[src/sv/fft_polynomial_multiply_top_assert.svh]
// Assertion macros for the polynomial multiplier controller.
// Each macro expects signals named clk and rst in the using module.
`ifndef FFT_POLYNOMIAL_MULTIPLY_TOP_ASSERT_SVH
`define FFT_POLYNOMIAL_MULTIPLY_TOP_ASSERT_SVH

// Same-cycle implication, disabled during reset.
`define FPM_ASSERT_IMP(lbl, ante, cons) \
  lbl: assert property (@(posedge clk) disable iff (rst) (ante) |-> (cons)) \
    else $error("fpm assertion failed");

// Next-cycle implication, disabled during reset.
`define FPM_ASSERT_NXT(lbl, ante, cons) \
  lbl: assert property (@(posedge clk) disable iff (rst) (ante) |=> (cons)) \
    else $error("fpm assertion failed");

`endif

[src/sv/fpm_pkg.sv]
// Shared types and constants for the polynomial multiplier.
// No dependencies.
package fpm_pkg;

  localparam int DEF_MAX_TERMS = 1024;
  localparam int DEF_COEF_BITS = 8;
  localparam int PCOEF_W       = 26;
  localparam int PDEG_W        = 11;
  localparam int RIDX_W        = 11;

  localparam logic KIND_LOAD = 1'b0;
  localparam logic KIND_READ = 1'b1;

  typedef enum logic [2:0] {
    ST_IDLE,
    ST_SETUP,
    ST_ISSUE,
    ST_DRAIN,
    ST_WRITE,
    ST_READ
  } state_t;

  // Commands from the controller to the datapath.
  typedef struct packed {
    logic load_en;
    logic prod_start;
    logic read_en;
    logic setup;
    logic issue;
    logic write;
    logic rsp_load;
  } cmd_t;

  // Status from the datapath to the controller.
  typedef struct packed {
    logic issue_last;
    logic pipe_busy;
    logic last_k;
  } stat_t;

endpackage

[src/sv/fpm_ctrl.sv]
// Controller: sequences loads, the product computation and reads.
// Depends on fpm_pkg and the assertion macro header.
`include "fft_polynomial_multiply_top_assert.svh"
module fpm_ctrl
  import fpm_pkg::*;
(
  input  logic  clk,
  input  logic  rst,
  input  logic  start,
  input  logic  kind,
  input  logic  last_term,
  input  stat_t stat,
  output cmd_t  cmd,
  output logic  busy,
  output logic  result_valid
);

  state_t state, state_next;

  // State and result strobe registers.
  always_ff @(posedge clk) begin
    if (rst) begin
      state <= ST_IDLE;
      result_valid <= 1'b0;
    end else begin
      state <= state_next;
      result_valid <= (state == ST_READ);
    end
  end

  assign busy = (state != ST_IDLE);

  // Next state and commands.
  always_comb begin
    state_next = state;
    cmd = '0;
    unique case (state)
      ST_IDLE: begin
        if (start) begin
          if (kind == KIND_READ) begin
            cmd.read_en = 1'b1;
            state_next = ST_READ;
          end else begin
            cmd.load_en = 1'b1;
            if (last_term) begin
              cmd.prod_start = 1'b1;
              state_next = ST_SETUP;
            end
          end
        end
      end
      ST_SETUP: begin
        cmd.setup = 1'b1;
        state_next = ST_ISSUE;
      end
      ST_ISSUE: begin
        cmd.issue = 1'b1;
        if (stat.issue_last) state_next = ST_DRAIN;
      end
      ST_DRAIN: begin
        if (!stat.pipe_busy) state_next = ST_WRITE;
      end
      ST_WRITE: begin
        cmd.write = 1'b1;
        state_next = stat.last_k ? ST_IDLE : ST_SETUP;
      end
      ST_READ: begin
        cmd.rsp_load = 1'b1;
        state_next = ST_IDLE;
      end
      default: state_next = ST_IDLE;
    endcase
  end

  `FPM_ASSERT_NXT(a_read_gives_result, state == ST_READ, result_valid)
  `FPM_ASSERT_NXT(a_single_beat, result_valid, !result_valid)
  `FPM_ASSERT_IMP(a_write_after_drain, state == ST_WRITE, !stat.pipe_busy)

endmodule

[config.mk]
export PLATFORM = sky130hd
export DESIGN_NAME = fpm_ctrl
export DESIGN_NICKNAME = d
export VERILOG_FILES = /design/src/sv/fpm_pkg.sv /design/src/sv/fpm_ctrl.sv
export VERILOG_INCLUDE_DIRS = /design/src /design/src/sv
export SDC_FILE = /design/constraint.sdc
export NUM_CORES = 1
export LEC_CHECK = 0
export ABC_AREA = 0
export BUFFER_PORTS_ARGS = -buffer_cell sky130_fd_sc_hd__buf_2
export CAP_MARGIN = 5
export CELL_PAD_IN_SITES_DETAIL_PLACEMENT = 0
export CELL_PAD_IN_SITES_GLOBAL_PLACEMENT = 1
export CORE_AREA = 5 5 42 44
export CTS_CLUSTER_DIAMETER = 120
export DETAILED_ROUTE_END_ITERATION = 8
export DIE_AREA = 0 0 47 49
export PLACE_DENSITY_LB_ADDON = 0.12
export SLEW_MARGIN = 20
export SYNTH_ARGS = -nofsm -noshare
export SYNTH_HDL_FRONTEND = slang
export SYNTH_SLANG_ARGS = --single-unit
[constraint.sdc]
create_clock -name clk -period 1.5 [get_ports clk]
set_clock_uncertainty 0.2 [all_clocks]
set_input_delay 0 -clock clk [delete_from_list [all_inputs] [get_ports clk]]
set_output_delay 0 -clock clk [all_outputs]
set_load 0.01 [all_outputs]
**Word level (Yosys, flattened, before mapping)**

Cells that the tools add are included.
W data, S select, Z words.

- Bits in registers: 4
- Bits in latches: 0
- Memory bits (writable): 0
- Memory bits (read-only): 0
- Input port bits: 8
- Output and inout bits: 9
- Word-level logic and storage cells: 30
- Memories: 0

- $add $sub $neg: 0
- Multipliers: 0
- Divide/modulo/power cells: 0
- Magnitude comparators: 0
- Equality and inequality tests: 9
- Shift operators: 0
- Muxes and demuxes: 16
- Bitwise operators: 0
- Reduce and logical (&&, ||, !) cells: 3

Operators with widths:

| cell | count |
|---|---|
| $mux W3 | 7 |
| $pmux W3 S5 | 1 |
| $mux W1 | 7 |
| $eq A3 B2 Y1 const B | 2 |
| $eq A3 B3 Y1 const B | 2 |
| $ne A2 B2 Y1 const B | 3 |
| $reduce_and A4 Y1 | 1 |
| $eq A3 B1 Y1 const B | 1 |
| $logic_not A3 Y1 | 1 |
| $ne A3 B3 Y1 const B | 1 |
| $reduce_bool A3 Y1 | 1 |
| $mux W2 | 1 |

**Longest topological paths before layout**

- Depth after elaboration: 4
- Gate-level depth with buffers: 4
- Gate-level depth less buffers: 3

**Worst setup path after synthesis**

No wires, ideal clock.

- Path kind: reg-to-output
- Start: register state[0]
- End: output port cmd[5] (netlist name)
- Arrival: 1.254 ns
- Required time: 1.300 ns
- Path slack: 0.046 ns
- Cell stages (with the launch flop): 5
- Buffers on the path: 1
- Path through: dfxtp_1 buf_6 or3_4 nor3b_2 and2_1

RTL lines:

| element | RTL line | RTL |
|---|---|---|
| start: declaration | fpm_ctrl.sv:18 | `state_t state, state_next;` |
| start signal: assignment | fpm_ctrl.sv:26 | `state <= state_next;` |
| end: declaration | fpm_ctrl.sv:13 | `output cmd_t cmd,` |

==> load_flow_metrics.sql <==
INSERT INTO impl_metrics (metric_group, metric, value, unit) VALUES
('timing', 'finalMaxSlewViolations', '0', ''),
('cells_and_area', 'finalNetCount', '68', ''),
('clocking', 'clk_path_buf_depth', '2', ''),
('clocking', 'cts_htree_levels', '1', ''),
('synth', 'postSynthNetCount', '36', ''),
('die', 'core_area', '1400', 'um2'),
('synth', 'yosysUniqueCellTypes', '17', ''),
('placed_design', 'placement.io_buffers', '16', ''),
('die', 'die_w', '47', 'um'),
('detailed_routing', 'detail_route.drc_violations', '0', ''),
('clocking', 'clock_insertion_delay_worst_skew', '0.24', 'ns'),
('timing', 'finalSetupViolCount', '6', ''),
('hold_path', 'timing.hold.worst.class', 'in -> reg', ''),
('pwr', 'worst_ir_drop_vdd', '0.737', 'mV'),
('timing', 'worst-slew-pin-transition', '0.355', 'ns'),
('synth', 'synthesis.area_per_instance', '9.07', 'um2'),
('timing', 'fin_setup_tns', '-0.327', 'ns'),
('global_route', 'grt-ovfl-total', '0', ''),
('synth', 'ys_seq_elements', '4', ''),
('cells_and_area', 'layout.cells.most_common', 'buf_2', ''),
('cells_and_area', 'post_route_cells_drive_above_1_share', '70.7', '%'),
('synth', 'netlist_instances', '28', ''),
('global_route', 'first_global_vias', '323', ''),
('placed_design', 'place_congestion', '0.690', ''),
('flow_run', 'drv.max_cap_violation_count', '0', ''),
('detailed_routing', 'antenna_violating_nets_post_route', '0', ''),
('clocking', 'cts.sink_count', '4', ''),
('timing', 'hold_viol', '0', ''),
('clocking', 'cts_root_buffer', 'clkbuf_4', ''),
('clocking', 'cts-buffers-inserted', '3', ''),
('detailed_routing', 'avgRoutedWirePerCell', '12.6', 'um'),
('critical_path', 'setup.worst_path.start_class', 'flip-flop', ''),
('clocking', 'tritoncts', 'done', ''),
('die', 'start_util', '18.1', '%'),
('global_route', 'grt_util_all_layers', '8.59', '%'),
('detailed_routing', 'drt-initial-drc-count', '5', ''),
('critical_path', 'worst_ep_required_time', '1.30', 'ns'),
('die', 'ioPinCount', '17', ''),
('critical_path', 'worstPathArrival', '1.42', 'ns'),
('pwr', 'power.density', '1760', 'nW/um2'),
('timing', 'period_share', '108', '%'),
('synth', 'ys_seq_area_share', '31.5', '%'),
('clocking', 'cts.reportedPaths.clkPinSlew', '0.04', 'ns'),
('detailed_routing', 'route.detailed.vias_per_inst', '4.45', ''),
('placed_design', 'estimated_wirelength_of_the_detail_placed_design', '626', 'um'),
('die', 'die-height', '49', 'um'),
('synth', 'yosysWarningCount', '0', ''),
('die', 'rows', '14', ''),
('detailed_routing', 'num_vias', '329', ''),
('detailed_routing', 'routed_wl', '930', 'um'),
('critical_path', 'setup.worst_path.class', 'reg -> out', ''),
('global_route', 'grt_first_pass_wirelength', '1350', 'um'),
('run_status', 'status', 'finished with violations', ''),
('critical_path', 'worstPathMaxFanout', '2', ''),
('global_route', 'grt_antenna_before_repair', '0', ''),
('synth', 'netlist_area', '254', 'um2'),
('run_status', 'violations', 'negative setup slack', ''),
('cells_and_area', 'antenna_cells', '0', ''),
('timing', 'fin_ws', '-0.123', 'ns'),
('timing', 'final_period_minus_worst_setup_slack', '1.62', 'ns'),
('timing', 'slew_headroom', '75.7', '%'),
('pwr', 'cellLeakagePower', '0.250', 'nW'),
('timing', 'rsz0062_at_grt', 'true', ''),
('timing', 'hold_ws', '0.0825', 'ns'),
('critical_path', 'end_kind', 'primary output', ''),
('timing', 'achievable-frequency', '0.616', 'GHz'),
('cells_and_area', 'mostFrequentLayoutCells', '16 x buf_2, 7 x buf_4, 4 x dlygate4sd3_1', ''),
('global_route', 'grt_start_max_net_pins', '8', ''),
('detailed_routing', 'detailedRoute.firstPassIterationCount', '4', ''),
('cells_and_area', 'area_growth', '103', '%'),
('die', 'floorplan.die_area', '2300', 'um2');
==> final cells by class <==
cell class / instances / area, um2
timing repair buffer: 28 / 184
fill: 158 / 885
sequential: 4 / 85.1
multi-input combinational: 23 / 205
clock buffer: 3 / 22.5
tap: 16 / 20.0
==> sequential cells by signal, summed over array words and instances, names as in the netlist <==
signal,cells
state,3
result_valid,1
==> layer usage <==
layer  share of wire, %  GRT usage, %
met5                  0             0
met4                2.4          5.53
met3                8.3          5.90
met2                 50          12.7
met1                 39          8.35
==> through the flow <==
step	area [um2]	utilization (%)	cells	power (mW)	setup WS, ns
2_1_floorplan	254	-	28	0.415	0.0458
5_1_grt	517	36.9	74	0.977	-0.167
3_3_place_gp	365	26.1	62	0.560	0.0699
3_5_place_dp	365	26.1	62	0.550	0.0786
4_1_cts	438	31.3	70	0.765	-0.116
6_report	517	36.9	74	0.911	-0.123
==> path summary, 6_finish.rpt <==
check	start	to	slack, ns	cells after the start
worst max-delay path	state[0]	cmd[5]	-0.12	4
worst min-delay path	start	state[2]	0.08	4
worst max register to register	state[0]	state[0]	-0.11	5
worst min register to register	state[1]	state[1]	0.38	2
==> synthesized netlist by cell type (all sizes together) <==
| cell type | instances | share of area [%] |
|---|---|---|
| o41ai | 1 | 3.4 |
| nor2b | 3 | 7.4 |
| a2111oi | 2 | 6.9 |
| nor2 | 3 | 4.4 |
| and2 | 2 | 5.4 |
| nand2b | 1 | 2.5 |
| nor3b | 2 | 7.9 |
| buf | 1 | 4.4 |
| or4b | 1 | 3.9 |
| o32ai | 1 | 3.4 |
| o21a | 2 | 5.9 |
| or3 | 1 | 4.4 |
| dfxtp | 4 | 32 |
| and3b | 1 | 3.9 |
| nand2 | 3 | 4.4 |
==> where the power goes <==
group          leakage [nW]  internal [mW]  switching [mW]
sequential           0.0338          0.150          0.0303
combinational         0.203          0.325           0.266
clock                0.0138         0.0899          0.0504
==> worst max-delay path, cell delays in order, from the launching register on <==
cell     delay [ns]
dfxtp_4        0.34
or3_4          0.39
nor3b_2        0.19
and2_1         0.14
buf_2          0.12
==> cells by family (layout without fill, tap and decap cells) <==
logic type | Yosys count | count (layout) | synth area share, %
AND/OR/NAND/NOR | 17 | 17 | 44.3
AO/OA/AOI/OAI | 6 | 6 | 19.7
flip-flops | 4 | 4 | 31.5
buffers and inverters | 1 | 31 | 4.43
==> what timing repair did <==
action / 4_1_cts / 5_1_grt
gates resized for setup: 3 / 11
pin swaps: 3 / 1
setup endpoints to repair: 2 / 6
hold buffers: 3 / 1
endpoints found under the hold margin: 4 / 1
buffers inserted: 2 / 3
Power figures use the tool's default switching activity.
